$ cat config.mk
export PLATFORM = sky130hd
export DESIGN_NAME = auto_base_number_parser_unit
export DESIGN_NICKNAME = d
export VERILOG_FILES = /design/src/design/abnp_pkg.sv /design/src/design/abnp_step.sv /design/src/design/auto_base_number_parser_unit.sv
export SDC_FILE = /design/constraint.sdc
export NUM_CORES = 1
export LEC_CHECK = 0
export BUFFER_PORTS_ARGS = -buffer_cell sky130_fd_sc_hd__buf_2
export CAP_MARGIN = 5
export CORE_MARGIN = 4
export CORE_UTILIZATION = 50
export DETAILED_ROUTE_END_ITERATION = 6
export MAX_ROUTING_LAYER = met4
export PLACE_DENSITY = 0.71
export SLEW_MARGIN = 20
export SYNTH_ARGS = -nofsm -noshare
export SYNTH_HDL_FRONTEND = slang
export SYNTH_SLANG_ARGS = --single-unit
$ cat constraint.sdc
create_clock -name clk -period 8.3 [get_ports clk]
set_input_delay 0.415 -clock clk [delete_from_list [all_inputs] [get_ports clk]]
set_output_delay 0.415 -clock clk [all_outputs]
set_load 0.005 [all_outputs]
$ cat src/design/abnp_pkg.sv
// Shared types and constants for the auto-base number parser.
package abnp_pkg;

	localparam int VALUE_BITS_DEF = 32;
	localparam int OUT_BITS       = 32;
	localparam int EXT_BITS       = 64;

	typedef enum logic [2:0] {
		PH_BLANKS   = 3'd0,
		PH_SIGNED   = 3'd1,
		PH_ZERO     = 3'd2,
		PH_HEXSTART = 3'd3,
		PH_DIGITS   = 3'd4,
		PH_ERROR    = 3'd5
	} phase_t;

	typedef enum logic [1:0] {
		RADIX_DEC = 2'd0,
		RADIX_OCT = 2'd1,
		RADIX_HEX = 2'd2
	} radix_t;

	// parser control state, excluding the accumulator
	typedef struct packed {
		phase_t phase;
		radix_t radix;
		logic   negative;
	} ctl_t;

	localparam logic [7:0] CH_NUL   = 8'h00;
	localparam logic [7:0] CH_TAB   = 8'h09;
	localparam logic [7:0] CH_SPACE = 8'h20;
	localparam logic [7:0] CH_MINUS = 8'h2d;
	localparam logic [7:0] CH_ZERO  = 8'h30;
	localparam logic [7:0] CH_SEVEN = 8'h37;
	localparam logic [7:0] CH_NINE  = 8'h39;
	localparam logic [7:0] CH_A_UP  = 8'h41;
	localparam logic [7:0] CH_F_UP  = 8'h46;
	localparam logic [7:0] CH_X_UP  = 8'h58;
	localparam logic [7:0] CH_A_LO  = 8'h61;
	localparam logic [7:0] CH_F_LO  = 8'h66;
	localparam logic [7:0] CH_X_LO  = 8'h78;

	localparam logic [7:0] HEX_ALPHA_OFS = 8'd10;

	localparam ctl_t CTL_RESET = '{phase: PH_BLANKS, radix: RADIX_DEC, negative: 1'b0};

endpackage

$ cat src/design/abnp_step.sv
// One-character state update and end-of-string result of the number parser.
module abnp_step #(
	parameter int VALUE_BITS = abnp_pkg::VALUE_BITS_DEF
) (
	input  logic [7:0]                     ch,
	input  abnp_pkg::ctl_t                 ctl,
	input  logic [VALUE_BITS-1:0]          acc,
	output abnp_pkg::ctl_t                 ctl_nxt,
	output logic [VALUE_BITS-1:0]          acc_nxt,
	output logic                           is_end,
	output logic [abnp_pkg::OUT_BITS-1:0]  res_value,
	output logic                           res_ok
);

	abnp_pkg::radix_t        eff_radix;
	logic [7:0]              dsub;
	logic [3:0]              dval;
	logic                    dok;
	logic [VALUE_BITS-1:0]   acc_mul;
	logic [VALUE_BITS-1:0]   acc_dig;
	logic [VALUE_BITS-1:0]   acc_sgn;
	logic [abnp_pkg::EXT_BITS-1:0] acc_ext;
	logic                    is_blank;
	logic                    is_x;

	assign is_end   = (ch == abnp_pkg::CH_NUL);
	assign is_blank = (ch == abnp_pkg::CH_SPACE) || (ch == abnp_pkg::CH_TAB);
	assign is_x     = (ch == abnp_pkg::CH_X_LO) || (ch == abnp_pkg::CH_X_UP);

	// radix a digit would be taken in from the current phase
	always_comb begin
		unique case (ctl.phase)
			abnp_pkg::PH_BLANKS, abnp_pkg::PH_SIGNED: eff_radix = abnp_pkg::RADIX_DEC;
			abnp_pkg::PH_ZERO:                        eff_radix = abnp_pkg::RADIX_OCT;
			default:                                  eff_radix = ctl.radix;
		endcase
	end

	always_comb begin
		dsub = ch - abnp_pkg::CH_ZERO;
		dok  = 1'b0;
		unique case (eff_radix)
			abnp_pkg::RADIX_OCT: begin
				dok = (ch >= abnp_pkg::CH_ZERO) && (ch <= abnp_pkg::CH_SEVEN);
			end
			abnp_pkg::RADIX_HEX: begin
				if ((ch >= abnp_pkg::CH_ZERO) && (ch <= abnp_pkg::CH_NINE)) begin
					dok = 1'b1;
				end else if ((ch >= abnp_pkg::CH_A_LO) && (ch <= abnp_pkg::CH_F_LO)) begin
					dok  = 1'b1;
					dsub = ch - abnp_pkg::CH_A_LO + abnp_pkg::HEX_ALPHA_OFS;
				end else if ((ch >= abnp_pkg::CH_A_UP) && (ch <= abnp_pkg::CH_F_UP)) begin
					dok  = 1'b1;
					dsub = ch - abnp_pkg::CH_A_UP + abnp_pkg::HEX_ALPHA_OFS;
				end
			end
			default: begin
				dok = (ch >= abnp_pkg::CH_ZERO) && (ch <= abnp_pkg::CH_NINE);
			end
		endcase
		dval = dsub[3:0];
	end

	// times 8, 16 or 10 (8 + 2), wrapping at the accumulator width
	always_comb begin
		unique case (eff_radix)
			abnp_pkg::RADIX_OCT: acc_mul = acc << 3;
			abnp_pkg::RADIX_HEX: acc_mul = acc << 4;
			default:             acc_mul = (acc << 3) + (acc << 1);
		endcase
		acc_dig = acc_mul + VALUE_BITS'(dval);
	end

	always_comb begin
		ctl_nxt = ctl;
		acc_nxt = acc;
		if (is_end) begin
			ctl_nxt = abnp_pkg::CTL_RESET;
			acc_nxt = '0;
		end else begin
			unique case (ctl.phase)
				abnp_pkg::PH_BLANKS: begin
					if (is_blank) begin
						ctl_nxt = ctl;
					end else if (ch == abnp_pkg::CH_MINUS) begin
						ctl_nxt.negative = 1'b1;
						ctl_nxt.phase    = abnp_pkg::PH_SIGNED;
					end else if (ch == abnp_pkg::CH_ZERO) begin
						ctl_nxt.phase = abnp_pkg::PH_ZERO;
					end else begin
						ctl_nxt.radix = abnp_pkg::RADIX_DEC;
						ctl_nxt.phase = dok ? abnp_pkg::PH_DIGITS : abnp_pkg::PH_ERROR;
						if (dok) acc_nxt = acc_dig;
					end
				end
				abnp_pkg::PH_SIGNED: begin
					if (ch == abnp_pkg::CH_ZERO) begin
						ctl_nxt.phase = abnp_pkg::PH_ZERO;
					end else begin
						ctl_nxt.radix = abnp_pkg::RADIX_DEC;
						ctl_nxt.phase = dok ? abnp_pkg::PH_DIGITS : abnp_pkg::PH_ERROR;
						if (dok) acc_nxt = acc_dig;
					end
				end
				abnp_pkg::PH_ZERO: begin
					if (is_x) begin
						ctl_nxt.radix = abnp_pkg::RADIX_HEX;
						ctl_nxt.phase = abnp_pkg::PH_HEXSTART;
					end else begin
						ctl_nxt.radix = abnp_pkg::RADIX_OCT;
						ctl_nxt.phase = dok ? abnp_pkg::PH_DIGITS : abnp_pkg::PH_ERROR;
						if (dok) acc_nxt = acc_dig;
					end
				end
				abnp_pkg::PH_HEXSTART, abnp_pkg::PH_DIGITS: begin
					ctl_nxt.phase = dok ? abnp_pkg::PH_DIGITS : abnp_pkg::PH_ERROR;
					if (dok) acc_nxt = acc_dig;
				end
				default: begin
					ctl_nxt.phase = abnp_pkg::PH_ERROR;
				end
			endcase
		end
	end

	// end-of-string result; failure forces zero
	always_comb begin
		res_ok  = (ctl.phase == abnp_pkg::PH_ZERO) || (ctl.phase == abnp_pkg::PH_DIGITS);
		acc_sgn = ctl.negative ? (~acc + VALUE_BITS'(1)) : acc;
		acc_ext = abnp_pkg::EXT_BITS'(acc_sgn);
		res_value = res_ok ? acc_ext[abnp_pkg::OUT_BITS-1:0] : '0;
	end

endmodule

$ cat src/design/auto_base_number_parser_unit.sv
// Top level of the auto-base number parser: input register, parser state, result register.
//
// channel | direction | payload          | handshake
// in      | input     | char_code[7:0]   | in_valid / in_stall
// out     | output    | value[31:0], ok  | out_valid / out_stall
//
// One character is taken every cycle unless a NUL waits on a held result; the parser state updates in a single step.
// A NUL's result passes through the input register and then the result register; a held result can delay it.
// arst_n clears the parser state and both valid flags.
// A held result stalls only a following NUL; other characters keep flowing.
module auto_base_number_parser_unit #(
	parameter int VALUE_BITS = abnp_pkg::VALUE_BITS_DEF
) (
	input  logic        clk,
	input  logic        arst_n,
	input  logic        in_valid,
	output logic        in_stall,
	input  logic [7:0]  char_code,
	output logic        out_valid,
	input  logic        out_stall,
	output logic [31:0] value,
	output logic        ok
);

	logic                  valid_s1;
	logic [7:0]            char_s1;
	abnp_pkg::ctl_t        ctl_q;
	logic [VALUE_BITS-1:0] acc_q;
	logic                  out_valid_q;
	logic [31:0]           value_q;
	logic                  ok_q;

	abnp_pkg::ctl_t        ctl_nxt;
	logic [VALUE_BITS-1:0] acc_nxt;
	logic                  is_end;
	logic [31:0]           res_value;
	logic                  res_ok;
	logic                  out_free;
	logic                  adv;
	logic                  in_xfer;

	abnp_step #(
		.VALUE_BITS(VALUE_BITS)
	) u_step (
		.ch        (char_s1),
		.ctl       (ctl_q),
		.acc       (acc_q),
		.ctl_nxt   (ctl_nxt),
		.acc_nxt   (acc_nxt),
		.is_end    (is_end),
		.res_value (res_value),
		.res_ok    (res_ok)
	);

	assign out_free = !out_valid_q || !out_stall;
	assign adv      = valid_s1 && (!is_end || out_free);
	assign in_stall = valid_s1 && !adv;
	assign in_xfer  = in_valid && !in_stall;

	always_ff @(posedge clk or negedge arst_n) begin
		if (!arst_n) begin
			valid_s1 <= 1'b0;
		end else if (in_xfer) begin
			valid_s1 <= 1'b1;
		end else if (adv) begin
			valid_s1 <= 1'b0;
		end
	end

	always_ff @(posedge clk) begin
		if (in_xfer) char_s1 <= char_code;
	end

	always_ff @(posedge clk or negedge arst_n) begin
		if (!arst_n) begin
			ctl_q <= abnp_pkg::CTL_RESET;
			acc_q <= '0;
		end else if (adv) begin
			ctl_q <= ctl_nxt;
			acc_q <= acc_nxt;
		end
	end

	always_ff @(posedge clk or negedge arst_n) begin
		if (!arst_n) begin
			out_valid_q <= 1'b0;
		end else if (adv && is_end) begin
			out_valid_q <= 1'b1;
		end else if (!out_stall) begin
			out_valid_q <= 1'b0;
		end
	end

	always_ff @(posedge clk) begin
		if (adv && is_end) begin
			value_q <= res_value;
			ok_q    <= res_ok;
		end
	end

	assign out_valid = out_valid_q;
	assign value     = value_q;
	assign ok        = ok_q;

	// a finished string leaves the parser in its reset state
	a_end_resets: assert property (@(posedge clk) disable iff (!arst_n)
		(adv && is_end) |=> (ctl_q == abnp_pkg::CTL_RESET) && (acc_q == '0))
		else $error("parser state not cleared after end of string");

	// only a NUL waiting on a held result may stall the input
	a_stall_cause: assert property (@(posedge clk) disable iff (!arst_n)
		in_stall |-> (valid_s1 && is_end && out_valid_q && out_stall))
		else $error("input stalled without a pending result");

	// an error sticks until the end of the string
	a_error_sticky: assert property (@(posedge clk) disable iff (!arst_n)
		(ctl_q.phase == abnp_pkg::PH_ERROR && adv && !is_end)
			|=> (ctl_q.phase == abnp_pkg::PH_ERROR))
		else $error("error phase left before end of string");

	// a failed parse reports zero
	a_fail_zero: assert property (@(posedge clk) disable iff (!arst_n)
		(out_valid_q && !ok_q) |-> (value_q == '0))
		else $error("failed parse with nonzero value");

endmodule

==> results.ini, run 1 <==
[clock_network]
clock_latency_ns=0.34
cts_buffer_depth=2
post_cts_buffers=0
clkTransAtPathRegs_ns=0.06
postCtsResizedCells=0
cts_sinks=81
cts_buffers=9
cts.htree.levels=3
cts_root_buffer=clkbuf_16
cts_tree=yes
cts_hold_buf=0

[pwr]
leakagePower_nw=2.991
cellPowerDensity_nw_per_um2=148.4
ir_drop_uv=103.9
p_total_mw=1.118

[timing]
finalCriticalPeriod_ns=5.505
rsz0062_at_grt=false
slew_headroom_pct=33.97
period_share_pct=66.32
setup_violations=0
worst_slew_pin_slew_ns=0.9780
drv_slew=0
skew_ns=0.007679
fin_setup_tns_ns=0
hold_viol_final=0
fmax_mhz=181.7

[synth]
synth.largest_area_cell=edfxtp_1
async_flop_share_pct=49.38
synth-seq-area-share_pct=32.37
synth-xor-area-share_pct=8.509
synth_top_family_by_area=compound AO/OA/AOI/OAI gates
synthAdderAreaFrac_pct=7.293
synthCells=811
synth_area_leaders=edfxtp_1 (18%), dfrtp_1 (15%), ha_1 (6.7%)
syn_area_um2=6897
synth-warning-count=0
synthFlopType=edfxtp_1
synthMuxAreaShare_pct=0.6350
syn_nets=862
synth-simple-area-share_pct=20.97
ys_types=73
synth-edff-count=41
synth_compound_area_share_pct=26.03
yosys_register_bits=81
netlist.area_leader.share_pct=17.85
syn_area_per_cell_um2=8.504

[layout]
design_area_um2=7532
drive_gt1_share_pct=10.63
multi_input_area_um2=4385
n_fill_cell=1213
n_antenna_cell=0
layout_commonest_cell=nor2_1
finish.utilization_pct=56.21
seqCellArea_um2=2232
nets=874
final_cell_mix=nor2_1 (83), nand2_1 (72), o21ai_0 (59)
synthToLayoutAreaGrowth_pct=9.216

[floorplanning]
initial_core_util_pct=51.47
die_w_um=125.4
core-area_um2=13400
die_y_um=125.4
io_pins=47
rows=42
dieArea_um2=15740

[grt]
grt_pass1_wl_mm=27.59
grtUsageTotal_pct=21.71
grt_max_degree=70
grt_antenna_before_repair=0
grt_pass1_vias=5527
gr-total-overflow=0

[worst_setup_path]
crit_slowest_cell=clkinv_1
path_delay_family=simple AND/OR/NAND/NOR gates
crit_start=ctl_q[4]
crit_type=reg2reg
r2r_start=ctl_q[4]
crit_chain=a21oi_1 -> nand2b_1 -> ha_2 -> buf_4 -> clkinv_1 -> nor2_1 -> ha_1 -> inv_1 -> fa_1 -> nor2b_1 -> o211ai_1 -> nor4b_1 -> nand4_1 -> nor4_1 -> nand3_1 -> a32o_1
worstPathBufferInverterCount=3
crit_path_end_kind=register
critPathRequiredTime_ns=8.53
crit_fanout=69
cpPeakStageDelay_ns=0.66
arrival_ns=5.73
worst_setup_path_start_kind=register

[detailed_routing]
drtIter0Drc=619
drcViolationCount=0
wl_mm=17.04
vias_per_cell=6.248
first_pass_iters=5
vias=6273
ant_nets=0
routedWlPerCell_um=16.97

[place]
portBuffers=46
hpwl_mm=13.00
placed_area_um2=7187
place.gp.congestion=0.9931

[hold_path]
hp-class=in2async

[run_status]
status=finished clean

[run]
drv_cap=0

## path summary, 6_finish.rpt
kind / to / slack (ns) / depth (start not counted)
worst max register to register: acc_q[31] / 2.80 / 16
worst min-delay path: ctl_q[4] / 0.20 / 1
max in group asynchronous: acc_q[22] / 7.52 / 1
min in group clk: char_s1[2] / 0.25 / 1
worst min register to register: acc_q[31] / 0.54 / 1
worst max-delay path: acc_q[31] / 2.80 / 16
## per-layer routing
layer  vias to the layer above  part of all wire (%)  track usage [%]
met5                         -                     0                -
met4                         0                   1.0            5.038
met3                        13                   7.3            2.985
met2                       211                    44            32.54
met1                      2957                    48            31.31
li1                       3092                     -                -
## where the power goes
part / switching (mW) / internal, mW / leakage [nW]
Sequential: 0.0266 / 0.432 / 0.948
Clock: 0.154 / 0.288 / 0.169
Combinational: 0.128 / 0.0895 / 1.87
## final cells by class
cell class / instances / share of cell area (%)
Timing Repair Buffer: 52 / 3.654
Sequential cell: 81 / 29.63
Tap cell: 176 / 2.924
Inverter: 21 / 1.047
Clock buffer: 12 / 3.538
Clock inverter: 4 / 0.9801
Multi-Input combinational cell: 658 / 58.22
## cells by family after synthesis
kind of cell,count (synthesis)
buf+inv,72
flops,81
simple gates,288
mux,4
fa+ha+maj,39
compound gates,260
xor+xnor,67
## through the flow
step	setup WS (ns)	hold WS, ns	cells
after floorplan	3.269	0.1194	811
after global placement	3.097	0.4966	988
after detailed placement	2.849	0.5320	988
after CTS	2.845	0.2377	1004
after global routing	2.319	0.2410	1004
final	2.795	0.2035	1004
## registers in the layout, summed over array words and instances, names as in the netlist
register,cells
ok,1
char_s1,8
value,32
out_valid,1
ctl_q,6
acc_q,32
valid_s1,1
## cell usage after synthesis (all sizes together) (16+ instances only)
library cell / instances
nand3: 19
or3: 17
inv: 20
a21oi: 53
a22o: 16
dfrtp: 40
edfxtp: 41
clkbuf: 38
o31ai: 19
xor2: 43
xnor2: 24
o21ai: 60
nand2: 72
nor3: 19
nor2: 85
ha: 37
No activity file was read; power rests on OpenSTA's default activity.
==> run 2, diff against run 1 <==
- PLACE_DENSITY: 0.71 -> 0.74
- clock period: 8.3 -> 5 ns (I/O delays scaled with it)
==> results.ini, run 2 (synthesized netlist as in run 1, its figures left out) <==
[layout]
drive_gt1_share_pct=11.58  ; +0.95 points
n_fill_cell=1194  ; -1.6%
final_cell_mix=nor2_1 (84), nand2_1 (72), o21ai_0 (59)
design_area_um2=7656  ; +1.6%
n_antenna_cell=0  ; unchanged
nets=884  ; +1.1%
synthToLayoutAreaGrowth_pct=11.01
layout_commonest_cell=nor2_1

[detailed_routing]
routedWlPerCell_um=17.10  ; +0.79%
drcViolationCount=0  ; unchanged
vias_per_cell=6.331  ; +1.3%
wl_mm=17.34  ; +1.8%
first_pass_iters=5  ; unchanged
drtIter0Drc=588  ; -5.0%
ant_nets=0  ; unchanged
vias=6420  ; +2.3%

[pwr]
internal_power_mw=1.462  ; +81%
seq_power_share_pct=38.0  ; -3.0 points
cellPowerDensity_nw_per_um2=260.1  ; +75%
leakagePower_nw=3.061  ; +2.4%
ir_drop_uv=147.0  ; +42%
p_sw_share_pct=26.61  ; -0.99 points
p_comb_share_pct=18.9  ; -0.6 points
clockPowerShare_pct=43.0  ; +3.5 points
power_switching_mw=0.5299  ; +72%

[clock_network]
cts_buffers=9  ; unchanged
postCtsResizedCells=0  ; unchanged
clock_latency_ns=0.34  ; about the same
post_cts_buffers=0  ; unchanged
cts_root_buffer=clkbuf_16
cts.htree.levels=3  ; unchanged
cts_buffer_depth=2  ; unchanged
cts_tree=yes
cts_hold_buf=0  ; unchanged
clkTransAtPathRegs_ns=0.07  ; about the same
cts_sinks=81  ; unchanged

[floorplanning]
initial_core_util_pct=51.47  ; unchanged
dieArea_um2=15740  ; unchanged
core-area_um2=13400  ; unchanged
die_y_um=125.4  ; unchanged
die_w_um=125.4  ; unchanged
io_pins=47  ; unchanged
rows=42  ; unchanged

[grt]
grt_max_degree=60  ; -14%
grt_pass1_vias=5772  ; +4.4%
grtUsageTotal_pct=22.47  ; +0.76 points
gr-total-overflow=0  ; unchanged
grt_antenna_before_repair=0  ; unchanged
grt_pass1_wl_mm=28.43  ; +3.1%

[place]
hpwl_mm=12.67  ; -2.5%
placed_area_um2=7264  ; +1.1%
portBuffers=46  ; unchanged
place.gp.congestion=0.9749  ; -1.8%

[timing]
period_share_pct=90.14  ; +24 points
fin_setup_tns_ns=0  ; unchanged
fmax_mhz=221.9  ; +22%
skew_ns=0.01036  ; +0.002677 ns
drv_slew=0  ; unchanged
finalCriticalPeriod_ns=4.507  ; -0.9981 ns
slew_headroom_pct=38.96  ; +5.0 points
hold_viol_final=0  ; unchanged
worst_slew_pin_slew_ns=0.9156  ; -0.06239 ns
setup_violations=0  ; unchanged
rsz0062_at_grt=false

[worst_setup_path]
arrival_ns=4.74  ; -0.99 ns
crit_path_end_kind=register
crit_type=reg2reg
critPathRequiredTime_ns=5.23  ; -3.30 ns
worst_setup_path_start_kind=register
crit_fanout=9  ; -87%

[hold_path]
hp-class=in2async

[run]
drv_cap=0  ; unchanged

[run_status]
status=finished clean

-- run 2: cell count changes in the layout (fill, tap and decap cells not counted), sizes merged --
cell	before	now
buf	52	62
bufinv	2	5
clkbuf	12	9
clkinv	3	2
clkinvlp	0	1
-- run 2: worst paths after layout --
kind	startpoint	to	slack (ns)	cells past startpoint
max in group asynchronous	arst_n	acc_q[4]	4.38	1
worst min register to register	ctl_q[2]	ctl_q[2]	0.53	1
min in group clk	char_code[0]	char_s1[0]	0.08	1
worst max register to register	ctl_q[5]	acc_q[31]	0.49	18
worst max-delay path	ctl_q[5]	acc_q[31]	0.49	18
worst min-delay path	arst_n	acc_q[26]	0.04	1
-- run 2: per-layer routing --
| layer | up-vias | GRT usage, % | wire, um |
|---|---|---|---|
| li1 | 3118 | - | - |
| met1 | 3010 | 31.88 | 7991 |
| met2 | 261 | 33.39 | 7777 |
| met3 | 31 | 3.326 | 1264 |
| met4 | 0 | 6.696 | 308 |
| met5 | - | - | 0 |
-- run 2: per-stage QoR --
stage | instances | hold slack (ns) | utilization, % | setup WS, ns | total power [mW]
after floorplan | 811 | -0.04559 | - | 0.04573 | 1.048
after global placement | 998 | 0.4203 | 54.19 | 0.6739 | 1.134
after detailed placement | 998 | 0.4245 | 54.21 | 0.5528 | 1.136
after CTS | 1014 | 0.04989 | 57.13 | 0.5450 | 1.995
after global routing | 1014 | 0.06748 | 57.13 | 0.01492 | 2.076
final | 1014 | 0.03542 | 57.13 | 0.4932 | 1.992
-- run 2: power by group through the flow --
stage / clock network, mW / logic, mW / registers (mW)
3_3_place_gp: 0 / 0.365 / 0.769
5_1_grt: 0.898 / 0.417 / 0.761
4_1_cts: 0.867 / 0.372 / 0.756
6_report: 0.857 / 0.377 / 0.757
3_5_place_dp: 0 / 0.367 / 0.769
2_1_floorplan: 0 / 0.299 / 0.750
-- run 2: critical path: stages (launching register included) --
cell	delay, ns
dfrtp_1	0.47
nor2_1	0.19
nor2_1	0.06
nor2_1	0.14
inv_1	0.06
ha_1	0.21
nand4_1	0.17
inv_1	0.09
o21ai_0	0.18
ha_1	0.19
inv_1	0.05
fa_1	0.38
nor2b_1	0.25
o211ai_1	0.19
nor4b_1	0.54
nand4_1	0.32
nor4_1	0.50
nand3_1	0.14
a32o_1	0.28
-- run 2: layout make-up --
cell class / count / area (um^2) / share of cell area [%]
Tap cell: 176 / 220.2 / 2.876
Sequential cell: 81 / 2232 / 29.16
Timing Repair Buffer: 62 / 350.3 / 4.576
Clock inverter: 7 / 166.4 / 2.174
Multi-Input combinational cell: 658 / 4383 / 57.25
Inverter: 21 / 78.83 / 1.030
Clock buffer: 9 / 225.2 / 2.942
